## src/hdl/eikonal_voxel_update_defines.svh

```systemverilog
// Assertion macros shared by the eikonal voxel update block.
`ifndef EIKONAL_VOXEL_UPDATE_DEFINES_SVH
`define EIKONAL_VOXEL_UPDATE_DEFINES_SVH

// Same-cycle implication, checked on every rising edge outside reset.
`define EVU_ASSERT_IMP(name, ante, cons, msg) \
  name: assert property (@(posedge clk_i) disable iff (!rst_ni) (ante) |-> (cons)) \
    else $error(msg);

// Next-cycle implication, checked on every rising edge outside reset.
`define EVU_ASSERT_NEXT(name, ante, cons, msg) \
  name: assert property (@(posedge clk_i) disable iff (!rst_ni) (ante) |=> (cons)) \
    else $error(msg);

`endif

```

## src/hdl/evu_pkg.sv

```systemverilog
// Shared types, widths and helper functions of the eikonal voxel update block.
`timescale 1ns / 1ps

package evu_pkg;

  localparam int unsigned DistW     = 32;
  localparam int unsigned WgtW      = 32;
  localparam int unsigned NumAxes   = 3;
  localparam int unsigned NumNbrs   = 6;
  localparam int unsigned SumW      = 34;
  localparam int unsigned ProdW     = 64;
  localparam int unsigned BW        = 66;
  localparam int unsigned PairW     = 128;
  localparam int unsigned PairSumW  = 130;
  localparam int unsigned DiscShift = 48;
  localparam int unsigned DiscW     = 82;
  localparam int unsigned RootW     = 41;
  localparam int unsigned NumW      = 67;
  localparam int unsigned QuotW     = 32;
  localparam int unsigned CfgIdxW   = 2;

  localparam logic [WgtW-1:0]  WgtReset = 32'd65536;
  localparam logic [ProdW-1:0] OneQ32   = 64'h0000_0001_0000_0000;
  localparam logic [ProdW:0]   OneQ64   = {1'b1, 64'h0};

  typedef enum logic [1:0] {
    StatusUpdated     = 2'd0,
    StatusNoNeighbour = 2'd1,
    StatusNegDisc     = 2'd2
  } status_e;

  typedef enum logic [CfgIdxW-1:0] {
    CfgInvSqSpacingX = 2'd0,
    CfgInvSqSpacingY = 2'd1,
    CfgInvSqSpacingZ = 2'd2
  } cfg_idx_e;

  typedef logic [1:0] axis_t;
  typedef logic [NumAxes-1:0][WgtW-1:0]  weights_t;
  typedef logic [NumAxes-1:0][DistW-1:0] phi_t;

  // One classified neighbour set, as handed from the front end to the solver.
  typedef struct packed {
    phi_t               phi;
    logic [NumAxes-1:0] used;
  } cand_t;

  function automatic logic [DistW-1:0] abs_diff(input logic [DistW-1:0] a,
                                                input logic [DistW-1:0] b);
    return (a >= b) ? a - b : b - a;
  endfunction

  function automatic logic [ProdW-1:0] mul_u32(input logic [31:0] a, input logic [31:0] b);
    return {32'h0, a} * {32'h0, b};
  endfunction

  // Axis pairs in the order (x,y), (x,z), (y,z).
  function automatic axis_t pair_lo(input axis_t p);
    axis_t r;
    case (p)
      2'd0:    r = 2'd0;
      2'd1:    r = 2'd0;
      2'd2:    r = 2'd1;
      default: r = 2'd0;
    endcase
    return r;
  endfunction

  function automatic axis_t pair_hi(input axis_t p);
    axis_t r;
    case (p)
      2'd0:    r = 2'd1;
      2'd1:    r = 2'd2;
      2'd2:    r = 2'd2;
      default: r = 2'd1;
    endcase
    return r;
  endfunction

endpackage

```

## src/hdl/evu_queue.sv

```systemverilog
// Small first-in first-out queue between the classifier and the solver.
`timescale 1ns / 1ps

module evu_queue #(
  parameter int unsigned Depth = 4
) (
  input  logic           clk_i,
  input  logic           rst_ni,
  input  logic           push_i,
  input  evu_pkg::cand_t data_i,
  output logic           ready_o,
  output logic           valid_o,
  output evu_pkg::cand_t data_o,
  input  logic           pop_i
);

  localparam int unsigned PtrW = (Depth > 1) ? $clog2(Depth) : 1;
  localparam int unsigned CntW = $clog2(Depth + 1);

  evu_pkg::cand_t  entries_q [Depth];
  logic [PtrW-1:0] wr_ptr_q, wr_ptr_d;
  logic [PtrW-1:0] rd_ptr_q, rd_ptr_d;
  logic [CntW-1:0] count_q, count_d;
  logic            do_push, do_pop;

  assign ready_o = (count_q != CntW'(Depth));
  assign valid_o = (count_q != '0);
  assign data_o  = entries_q[rd_ptr_q];
  assign do_push = push_i && ready_o;
  assign do_pop  = pop_i && valid_o;

  always_comb begin
    wr_ptr_d = wr_ptr_q;
    rd_ptr_d = rd_ptr_q;
    count_d  = count_q;
    if (do_push) begin
      wr_ptr_d = (wr_ptr_q == PtrW'(Depth - 1)) ? '0 : wr_ptr_q + 1'b1;
    end
    if (do_pop) begin
      rd_ptr_d = (rd_ptr_q == PtrW'(Depth - 1)) ? '0 : rd_ptr_q + 1'b1;
    end
    case ({do_push, do_pop})
      2'b10:   count_d = count_q + 1'b1;
      2'b01:   count_d = count_q - 1'b1;
      default: count_d = count_q;
    endcase
  end

  always_ff @(posedge clk_i or negedge rst_ni) begin
    if (!rst_ni) begin
      wr_ptr_q <= '0;
      rd_ptr_q <= '0;
      count_q  <= '0;
    end else begin
      wr_ptr_q <= wr_ptr_d;
      rd_ptr_q <= rd_ptr_d;
      count_q  <= count_d;
    end
  end

  always_ff @(posedge clk_i) begin
    if (do_push) begin
      entries_q[wr_ptr_q] <= data_i;
    end
  end

endmodule

```

## config.mk

```make
export PLATFORM = sky130hd
export DESIGN_NAME = evu_queue
export DESIGN_NICKNAME = d
export VERILOG_FILES = /design/src/hdl/eikonal_voxel_update_defines.svh /design/src/hdl/evu_pkg.sv /design/src/hdl/evu_queue.sv
export SDC_FILE = /design/constraint.sdc
export NUM_CORES = 1
export LEC_CHECK = 0
export BUFFER_PORTS_ARGS = -buffer_cell sky130_fd_sc_hd__buf_2
export CAP_MARGIN = 25
export CORE_ASPECT_RATIO = 1.5
export CORE_MARGIN = 2
export CORE_UTILIZATION = 53
export CTS_BUF_LIST = sky130_fd_sc_hd__clkbuf_8
export CTS_CLUSTER_DIAMETER = 80
export DETAILED_ROUTE_END_ITERATION = 7
export PLACE_DENSITY = 0.77
export SYNTH_ARGS = -nofsm -noshare
export SYNTH_HDL_FRONTEND = slang
export SYNTH_SLANG_ARGS = --single-unit
```

## constraint.sdc

```tcl
create_clock -name clk_i -period 2.47 [get_ports clk_i]
set_input_delay 0 -clock clk_i [delete_from_list [all_inputs] [get_ports clk_i]]
set_output_delay 0 -clock clk_i [all_outputs]
set_load 0.005 [all_outputs]
```

* After elaboration in Yosys (flattened, before gate mapping)
Memory sizes are Yosys's and may differ from the RTL's.
Index checks and enable logic that the tools add are counted.
** Storage, ports and cells
- Output and inout bits :: 101
- Input bits :: 103
- Memories :: 1
- Register bits :: 7
- Word-level logic and storage cells :: 22
- Bits in writable memories :: 396
** Memories
- entries_q :: words 4, bits a word 99, read ports 1, clocked after Yosys merged registers in 0, write ports 1, line evu_queue.sv:20 : evu_pkg::cand_t entries_q [Depth];
** Operators by class
- Add/sub/neg operators :: 4
- Reduce and logical (&&, ||, !) cells :: 4
- Mux-type cells :: 5
- Eq/ne operators :: 5
** Operators with widths (count)
- 2-bit equality test, second input constant :: 3
- 3-bit one-hot mux with 2 select lines :: 1
- 2-bit by 1-bit adder with 2-bit output, second input constant :: 2
- 2-bit 2-to-1 mux :: 2
- 3-bit by 1-bit adder with 3-bit output, second input constant :: 1
- 3-bit != test, second input constant :: 1
- 3-bit nonzero test :: 1
- 3-bit by 1-bit subtractor with 3-bit output, second input constant :: 1
- 2-bit by 1-bit equality test with 1-bit output, second input constant :: 1
- 1-bit logical AND :: 2
- 1-bit 2-to-1 mux :: 2
- 2-bit nonzero test :: 1

* Longest topological paths before layout
Gate-level depths: netlist (run 1).
- Depth in word-level cells :: 4
- Depth in mapped cells :: 9
- Mapped depth without buffers :: 9

* Least setup slack after synthesis (run 1)
OpenSTA, ideal clock, no wires.
- Path type :: flip-flop to flip-flop
- From :: register count_q[2]
- To :: memory entries_q[0][0] (netlist name) (enable)
- Library setup time :: 0.413 ns
- Arrival time :: 1.919 ns
- Clock period less this slack :: 2.332 ns
- Data required time :: 2.057 ns
- Setup slack :: 0.138 ns
- Cell stages (with the launch flop) :: 3
- Path buffers :: 0
- Cells stage by stage :: dfrtp_1 > or3b_4 > and3_2
** Between the ends
- Word-level cells in the longest chain between the ends :: 4
** Ends and longest elaborated chain
- start: declaration :: line evu_queue.sv:23 : logic [CntW-1:0] count_q, count_d;
- start signal: assignment :: line evu_queue.sv:57 : count_q <= count_d;
- 3-bit != test :: line evu_queue.sv:26 : assign ready_o = (count_q != CntW'(Depth));
- named net ready_o :: line evu_queue.sv:11 : output logic ready_o,
- 1-bit logical AND :: line evu_queue.sv:29 : assign do_push = push_i && ready_o;
- 1-bit 2-to-1 mux :: line evu_queue.sv:62 : if (do_push) begin
- 1-bit 2-to-1 mux (not written as such) :: line evu_queue.sv:63 : entries_q[wr_ptr_q] <= data_i;
- end: declaration :: line evu_queue.sv:20
The timed path passes the listed nets, and every way through them passes these cells.

==> results of run 1 <==
==> timing repair <==
| action | CTS | global route |
|---|---|---|
| hold endpoints to repair | 446 | 0 |
| setup endpoints to repair | 3 | 0 |
| gates resized for setup | 0 | 0 |
| buffers inserted | 1 | 0 |
| hold buffers | 103 | 0 |
==> power groups by stage <==
stage	Combinational [uW]	Clock [uW]	Sequential, uW
after floorplan	3590	0	9400
after global placement	5620	0	9630
after detailed placement	5750	0	9770
after CTS	5990	4760	9600
after global routing	6290	5070	9690
final	5880	4670	9580
==> layout by cell type (no fill, tap or decap), drive strengths merged <==
master,synthesis,routed
and2,1,1
and3,4,4
buf,19,223
bufinv,0,2
clkbuf,3,57
clkinv,0,28
clkinvlp,0,1
dfrtp,7,7
diode,0,3
dlygate4sd3,0,103
edfxtp,396,396
fa,1,1
ha,6,6
inv,7,21
mux2,4,4
mux2i,1,1
mux4,99,99
nand2,1,1
nor2,3,3
or3,1,1
or3b,1,1
xnor2,1,1
xor2,2,2
==> routing by layer <==
layer	GRT usage [%]	wire length (um)
met2	35.9	15900
met4	9.17	1030
met5	0	0
met3	4.12	1430
met1	22.9	10200
==> cell usage after synthesis <==
library cell  instances
edfxtp_1            396
mux4_2               99
buf_4                 9
dfrtp_1               7
inv_1                 7
buf_1                 6
ha_1                  6
and3_2                4
buf_2                 4
clkbuf_1              3
nor2_1                3
mux2_2                2
mux2_4                2
xor2_1                2
and2_4                1
fa_1                  1
mux2i_1               1
nand2_1               1
or3_2                 1
or3b_4                1
xnor2_1               1
==> worst min path at each step <==
stage	endpoint	slack, ns
floorplan	count_q[0]	-0.30
global placement	wr_ptr_q[0]	-0.17
detailed placement	wr_ptr_q[0]	-0.15
CTS	entries_q[2][33]	0.13
global route	entries_q[2][41]	0.15
finish	entries_q[1][82]	0.17
==> flip-flops by register name, summed over array words and instances (netlist names) <==
signal     count
entries_q    396
count_q        3
rd_ptr_q       2
wr_ptr_q       2
==> worst register-to-register path, delay by kind of cell (launching register included) <==
| kind | cells | cell delay [ns] |
|---|---|---|
| flops | 1 | 0.42 |
| fa+ha+maj | 2 | 0.56 |
| buf+inv | 2 | 0.14 |
| simple gates | 3 | 0.77 |
| xor+xnor | 2 | 0.32 |
==> stage by stage <==
stage	hold slack, ns	util, %
after detailed placement	-0.154	60.0
after CTS	0.128	67.6
final	0.172	67.7
after floorplan	-0.296	-
after global routing	0.145	67.7
after global placement	-0.167	60.0
==> layout make-up <==
type                            count  area share (%)
Timing Repair Buffer              326            12.8
Multi-Input combinational cell    125            13.6
Clock buffer                       57            4.26
Inverter                            7           0.143
Sequential cell                   403            65.6
Tap cell                          342            2.32
Clock inverter                     45            1.32
Antenna cell                        3          0.0408
==> cell families (layout without fill, tap and decap cells) <==
group / after synthesis / count (layout) / share of synthesized area, %
other cells: 0 / 3 / 0
buf+inv: 29 / 435 / 1.00
mux: 104 / 104 / 15.6
flops: 403 / 403 / 82.1
xor+xnor: 3 / 3 / 0.179
simple gates: 11 / 11 / 0.494
fa+ha+maj: 7 / 7 / 0.647
==> flow_summary_export.csv, run 1 <==
group,metric,value,unit
route,wire_per_inst,21.8,um
run,maxCapViolCount,0,
cells_and_area,seq_area,0.0121,mm^2
clocking,cts_max_level,2,
sta,max_freq,430,MHz
sta,rsz0062_at_grt,"false",
grt,first_global_vias,8038,
floorplanning,core,0.0272,mm^2
sta,period_minus_slack,2.32,ns
pwr,vdd_drop_max,0.972,mV
pwr,internal_power,14500,uW
setup_path,r2r_end,"count_q[2]",
setup_path,path_cells,"buf_4 -> mux4_2 -> buf_2",
setup_path,critPathKind,"reg -> out",
pwr,power.density,1090,mW/mm^2
grt,grtUsageTotal,20.0,%
worst_hold_path,holdCritPathClass,"in -> reg",
pwr,power_frac_seq,47.6,%
pwr,switchingPower,5660,uW
grt,grt_max_degree,50,
logic_synthesis,synthesis.area,0.0147,mm^2
worst_hold_path,min_from,"data_i[82]",
setup_path,critPathMaxStageDelay,0.88,ns
sta,period_share,94.1,%
clocking,cts_tree,"built",
setup_path,crit_family,"flip-flops",
setup_path,start_kind,"flop",
sta,fin_ws,0.145,ns
cells_and_area,multi_input_area,0.00250,mm^2
pwr,power.share.clock,23.2,%
route,ant_nets,0,
setup_path,rr_worst_depth,9,
logic_synthesis,yosysTopAreaCell,"edfxtp_1",
sta,max_slew_margin,52.6,%
floorplanning,io_pins,204,
logic_synthesis,synthCells,557,
outcome,status,"completed",
floorplanning,die-width,140,um
grt,grt_pass1_wl,44300,um
logic_synthesis,synth_nets,667,
worst_hold_path,hold_depth,2,
cells_and_area,final_cells,1308,
cells_and_area,syn2layout_area_growth,25.3,%
setup_path,cp-endpoint,"data_o[18]",
setup_path,crit_slowest_cell,"dfrtp_4",
floorplanning,start_util,54.0,%
route,first_iter_violations,401,
route,dr.pass1.iters,7,
grt,grt_overflow,0,
place,io_buffers,203,
logic_synthesis,yosysWarningCount,0,
pwr,finalPower,20100,uW
setup_path,cp_max_fo,44,
clocking,cts-root-buf,"clkbuf_8",
floorplanning,die_area,0.0291,mm^2
sta,hold_violations,0,
place,dpl_cell_area,0.0163,mm^2
sta,finalSetupTns,0,ns
setup_path,cp.arrival,2.32,ns
setup_path,end_kind,"primary output",
sta,drv_slew,0,
pwr,switching_share,28.1,%
setup_path,crit_cells,3,
place,post-place-ws,0.229,ns
floorplanning,rows,74,
floorplanning,die-height,208,um
logic_synthesis,ys_types,21,
cells_and_area,nets,1028,
setup_path,cp.required,2.47,ns
logic_synthesis,ys_seq_area_share,82.1,%
logic_synthesis,ys_seq_elements,403,
clocking,clock_insertion_delay_worst_skew,0.59,ns
route,route.vias.total,7087,
clocking,cts_sinks,403,
logic_synthesis,synthTopCellsByArea,"edfxtp_1 81%, mux4_2 15%, dfrtp_1 1.2%",
route,finalWirelength,28500,um
setup_path,rr_startpoint,"count_q[0]",
place,dp_cells,1099,
clocking,clockBufferDepth,3,
place,hpwlAfterDp,17300,um
pwr,combPwrFrac,29.2,%
route,drc,0,
cells_and_area,drive_gt1_share,42.2,%
clocking,cts_inserted_buffers,55,
setup_path,startpoint,"rd_ptr_q[1]",
setup_path,rrSetupSlack,0.18,ns
sta,setup_viol_count_final,0,
cells_and_area,fin_area,0.0184,mm^2
pwr,power.leakage,0.00645,uW
place,finalWeightedCongestion,0.746,
route,vias_per_cell,5.42,
logic_synthesis,syn_avg_cell_area,26.4,um^2
clocking,path_clk_slew,0.07,ns
setup_path,cp.buffers_inverters,2,
grt,antenna_found_initial,3,
sta,clock_skew,0.0210,ns
cells_and_area,fillCellCount,1733,
sta,worst_pin_slew,0.712,ns
logic_synthesis,synth_top_area_share,80.9,%
Note: power is estimated with default switching activity, not from simulation.
==> run 2, diff against run 1 <==
- CORE_UTILIZATION: 53 -> 60
- PLACE_DENSITY: 0.77 -> 0.83
- clock period: 2.47 -> 2.9 ns (I/O delays scaled with it)
==> flow_summary_export.csv, run 2 (synthesis results as in run 1) <==
group,metric,value,unit
outcome,status,"completed",
setup_path,cp_max_fo,36,
route,vias_per_cell,5.60,
pwr,finalPower,17400,uW
run,maxCapViolCount,0,
pwr,vdd_drop_max,0.919,mV
cells_and_area,syn2layout_area_growth,24.8,%
route,dr.pass1.iters,5,
sta,max_slew_margin,48.9,%
place,dp_cells,1076,
pwr,power.share.clock,24.9,%
clocking,cts-root-buf,"clkbuf_8",
cells_and_area,final_common_cell,"edfxtp_1",
clocking,cts_max_level,2,
cells_and_area,final_util,75.6,%
worst_hold_path,holdCritPathClass,"in -> reg",
setup_path,cp.required,2.90,ns
cells_and_area,regMostFlops,"entries_q",
sta,max_freq,425,MHz
clocking,cts_sinks,403,
grt,grt_pass1_wl,44100,um
route,ant_nets,0,
pwr,power.density,947,mW/mm^2
sta,drv_slew,0,
sta,rsz0062_at_grt,"false",
setup_path,end_kind,"primary output",
floorplanning,rows,70,
sta,period_minus_slack,2.35,ns
cells_and_area,top_regs,"entries_q: 396 flops, count_q: 3 flops",
route,wire_per_inst,22.4,um
route,finalWirelength,28600,um
cells_and_area,drive_gt1_share,42.2,%
clocking,post_cts_buffers,0,
place,hpwlAfterDp,17000,um
clocking,hold_buffers,103,
grt,grtUsageTotal,22.8,%
cells_and_area,final_cells,1277,
pwr,internal_power,12600,uW
worst_hold_path,min_from,"data_i[41]",
cells_and_area,nets,1022,
floorplanning,core,0.0243,mm^2
sta,hold_violations,0,
floorplanning,io_pins,204,
pwr,combPwrFrac,28.1,%
clocking,cts_inserted_buffers,55,
sta,clock_skew,0.0130,ns
clocking,clock_insertion_delay_worst_skew,0.57,ns
pwr,switchingPower,4790,uW
place,io_buffers,203,
floorplanning,die_area,0.0258,mm^2
setup_path,start_kind,"flop",
sta,hold_slack,0.179,ns
setup_path,critPathKind,"reg -> out",
route,first_iter_violations,394,
cells_and_area,fillCellCount,1285,
floorplanning,die-width,132,um
clocking,cts_resized,0,
clocking,path_clk_slew,0.07,ns
grt,antenna_found_initial,2,
sta,setup_viol_count_final,0,
setup_path,cp.arrival,2.35,ns
grt,first_global_vias,7889,
sta,period_share,81.1,%
grt,grt_overflow,0,
pwr,power.leakage,0.00645,uW
floorplanning,die-height,196,um
pwr,switching_share,27.5,%
cells_and_area,largest_reg_flops,396,
cells_and_area,mostFrequentLayoutCells,"396 x edfxtp_1, 203 x buf_2, 103 x dlygate4sd3_1",
pwr,power_frac_seq,47.0,%
setup_path,rr_startpoint,"count_q[0]",
route,route.vias.total,7153,
clocking,cts_tree,"built",
route,drc,0,
grt,grt_max_degree,100,
sta,finalSetupTns,0,ns
clocking,clockBufferDepth,3,
sta,worst_pin_slew,0.766,ns
floorplanning,start_util,60.6,%
place,finalWeightedCongestion,0.734,
setup_path,startpoint,"rd_ptr_q[0]",
run 2: cell types whose count changed in the layout (fill, tap and decap cells not counted), sizes merged:
cell	delta
buf	-6
bufinv	+4
clkinvlp	-1
clkbuf	+2
inv	+1
diode	-2
clkinv	-11
run 2: final timing paths:
| check | endpoint | slack [ns] | cells after the start |
|---|---|---|---|
| worst min register to register | count_q[2] | 0.51 | 1 |
| worst max-delay path | data_o[79] | 0.55 | 3 |
| worst min-delay path | entries_q[2][41] | 0.18 | 2 |
| max in group asynchronous | rd_ptr_q[1] | 2.21 | 3 |
| min in group asynchronous | wr_ptr_q[1] | 0.39 | 3 |
| worst max register to register | count_q[2] | 0.65 | 9 |
run 2: layer usage:
layer  global-route usage, %  wire, um  share of wire, %  vias up
met5                       0        11             0.038        -
met4                    9.26       856               3.0        2
met3                    4.21      1610               5.6       55
met2                    40.6     15900                56      298
met1                    27.7     10200                36     3677
li1                        -         -                 -     3121
run 2: cell type report:
type | instances | area [um^2] | share of cell area (%)
clock buffer | 59 | 812 | 4.43
sequential | 403 | 12100 | 65.8
antenna | 1 | 2.50 | 0.0136
clock inverter | 38 | 310 | 1.69
timing repair buffer | 320 | 2210 | 12.1
tap | 324 | 405 | 2.21
multi-input combinational | 125 | 2500 | 13.6
inverter | 7 | 26.3 | 0.143
run 2: critical path: stages (launching register included):
cell	delay (ns)
dfrtp_4	0.66
buf_12	0.33
mux4_2	0.58
buf_2	0.15
run 2: power by group through the flow:
stage | registers, uW | logic (uW) | clock network [uW]
2_1_floorplan | 8010 | 3060 | 0
3_3_place_gp | 8180 | 4690 | 0
3_5_place_dp | 8310 | 4810 | 0
4_1_cts | 8190 | 4940 | 4440
5_1_grt | 8270 | 5230 | 4670
6_report | 8180 | 4880 | 4330
run 2: metrics by stage:
stage	setup WS, ns	cell area (um^2)
after CTS	0.469	18300
final	0.547	18300
after detailed placement	0.674	16200
after floorplan	0.568	14700
after global placement	0.722	16200
after global routing	0.394	18300
==> run 3, diff against run 2 <==
- ABC_AREA: unset -> 1
- CORE_UTILIZATION: 60 -> 54
- PLACE_DENSITY: 0.83 -> 0.78
- clock period: 2.9 -> 2 ns (I/O delays scaled with it)
==> flow_summary_export.csv, run 3 <==
group,metric,value,unit
floorplanning,die-height,215,um
floorplanning,start_util,54.5,%
clocking,cts_max_level,2,
setup_path,path_cells,"buf_12 -> buf_16 -> o211ai_1 -> nand2_1 -> buf_2",
route,ant_nets,0,
route,wire_per_inst,16.8,um
cells_and_area,drive_gt1_share,19.8,%
route,first_iter_violations,666,
cells_and_area,nets,1650,
logic_synthesis,synth_top_area_share,74.2,%
route,vias_per_cell,5.15,
logic_synthesis,syn_avg_cell_area,13.2,um^2
sta,setup_viol_count_final,0,
sta,hold_slack,0.154,ns
sta,period_minus_slack,1.96,ns
floorplanning,io_pins,204,
run,maxCapViolCount,0,
sta,rsz0062_at_grt,"true",
clocking,cts_inserted_buffers,54,
sta,max_freq,511,MHz
cells_and_area,largest_reg_flops,396,
pwr,finalPower,26500,uW
grt,grtUsageTotal,21.3,%
route,dr.pass1.iters,6,
setup_path,critPathKind,"reg -> out",
clocking,cts_tree,"built",
setup_path,cp.required,2.00,ns
place,finalWeightedCongestion,0.746,
logic_synthesis,synthMostInstantiatedCell,"edfxtp_1",
setup_path,crit_slowest_cell,"dfrtp_4",
setup_path,end_kind,"primary output",
logic_synthesis,synthCells,1213,
grt,grt_pass1_wl,50900,um
logic_synthesis,async_reset_ff_share,1.74,%
sta,period_share,97.9,%
grt,grt_max_degree,85,
logic_synthesis,yosysTopAreaCell,"edfxtp_1",
place,io_buffers,203,
route,route.vias.total,10200,
cells_and_area,mostFrequentLayoutCells,"396 x edfxtp_1, 311 x nand2_1, 221 x inv_1",
outcome,status,"completed",
pwr,vdd_drop_max,0.777,mV
route,drc,0,
clocking,clock_insertion_delay_worst_skew,0.59,ns
cells_and_area,top_regs,"entries_q: 396 flops, count_q: 3 flops",
logic_synthesis,synth_common_cells,"396 x edfxtp_1, 312 x nand2_1, 211 x inv_1",
cells_and_area,syn2layout_area_growth,23.6,%
clocking,clockBufferDepth,3,
sta,worst_pin_slew,0.461,ns
place,hpwlAfterDp,18000,um
logic_synthesis,synth_nets,1323,
logic_synthesis,synthesis.area,0.0160,mm^2
logic_synthesis,ys_types,17,
sta,hold_violations,0,
route,finalWirelength,33300,um
logic_synthesis,yosys_most_used_dff,"edfxtp_1",
setup_path,crit_family,"flip-flops",
logic_synthesis,ys_seq_area_share,75.3,%
floorplanning,rows,77,
logic_synthesis,yosysWarningCount,0,
floorplanning,die_area,0.0311,mm^2
floorplanning,core,0.0294,mm^2
logic_synthesis,ys_seq_elements,403,
cells_and_area,final_common_cell,"edfxtp_1",
sta,clock_skew,0.0148,ns
clocking,cts-root-buf,"clkbuf_8",
setup_path,critPathMaxStageDelay,0.56,ns
clocking,path_clk_slew,0.07,ns
sta,max_slew_margin,69.3,%
grt,grt_overflow,0,
logic_synthesis,synthTopCellsByArea,"edfxtp_1 74%, o211ai_1 9.3%, nand2_1 7.3%",
grt,antenna_found_initial,2,
logic_synthesis,synth_edf_count,396,
setup_path,start_kind,"flop",
pwr,power.leakage,0.00792,uW
grt,first_global_vias,10500,
sta,drv_slew,0,
worst_hold_path,holdCritPathClass,"in -> reg",
clocking,cts_sinks,403,
cells_and_area,regMostFlops,"entries_q",
setup_path,cp_max_fo,24,
floorplanning,die-width,145,um
setup_path,cp.arrival,1.96,ns
setup_path,cp.buffers_inverters,3,
pwr,power.density,1340,mW/mm^2
==> run 3: timing repair <==
| action | 4_1_cts | 5_1_grt |
|---|---|---|
| hold endpoints to repair | 409 | 0 |
| pin swaps | 0 | 21 |
| buffers inserted | 5 | 2 |
| setup endpoints to repair | 74 | 29 |
| resized for setup | 1 | 2 |
| gates cloned | 0 | 1 |
| hold buffers | 103 | 0 |
==> run 3: area by class of cell <==
cell class	count	area (um^2)
Tap cell	395	494
Clock inverter	43	233
Clock buffer	55	757
Antenna cell	2	5.00
Timing Repair Buffer	336	2550
Multi-Input combinational cell	533	2890
Sequential cell	403	12100
Inverter	212	797
Fill cell	1979	9580
==> run 3: logic make-up (layout without fill, tap and decap cells) <==
kind of cell               Yosys count  count (layout)  synth area share (%)
DFF                                403             403                  75.3
and+or+nand+nor                    326             326                  7.71
adders and majority gates            7               7                 0.594
other                                0               2                     0
AOI/OAI and AO/OA                  199             199                  9.31
xor gates and xnor gates             1               1                0.0547
buffers and inverters              277             646                  7.01
==> run 3: layer usage <==
layer | vias up | wire (um) | track usage (%)
li1 | 4889 | - | -
met3 | 73 | 2070 | 4.79
met4 | 0 | 1000 | 8.96
met1 | 4916 | 12400 | 23.3
met2 | 320 | 17800 | 39.0
met5 | - | 0 | 0
==> run 3: through the flow <==
step / TNS [ns] / utilization (%) / worst slack [ns] / cell area [um^2] / std cells
after floorplan: -210.13 / - / -0.538 / 16100 / 1213
after global placement: 0 / 60.1 / 0.211 / 17700 / 1768
after detailed placement: 0 / 60.1 / 0.146 / 17700 / 1768
after CTS: 0 / 67.2 / 0.00786 / 19700 / 1974
after global routing: -0.381 / 67.4 / -0.0544 / 19800 / 1979
final: 0 / 67.4 / 0.0419 / 19800 / 1979
==> run 3: worst paths after layout <==
path | end | cells past startpoint | slack, ns | from
max | data_o[89] | 5 | 0.04 | rd_ptr_q[0]
min | entries_q[1][26] | 2 | 0.15 | data_i[26]
max reg2reg | count_q[2] | 10 | 0.17 | count_q[0]
min reg2reg | count_q[0] | 1 | 0.49 | count_q[0]
max in group asynchronous | rd_ptr_q[0] | 3 | 1.32 | rst_ni
min in group asynchronous | count_q[1] | 3 | 0.40 | rst_ni
==> run 3: worst register-to-register path, delay by kind of cell, from the launching register on <==
kind / cells / cell delay, ns
adder cells (fa/ha/maj): 2 / 0.57
buffers and inverters: 2 / 0.18
flip-flops: 1 / 0.40
AND/OR/NAND/NOR: 6 / 0.56
==> run 3: where the power goes <==
group / internal (uW) / total (uW) / leakage, uW / switching (uW)
combinational: 3610 / 9330 / 0.00366 / 5720
clock: 2820 / 5680 / 0.000555 / 2870
sequential: 11100 / 11500 / 0.00371 / 426
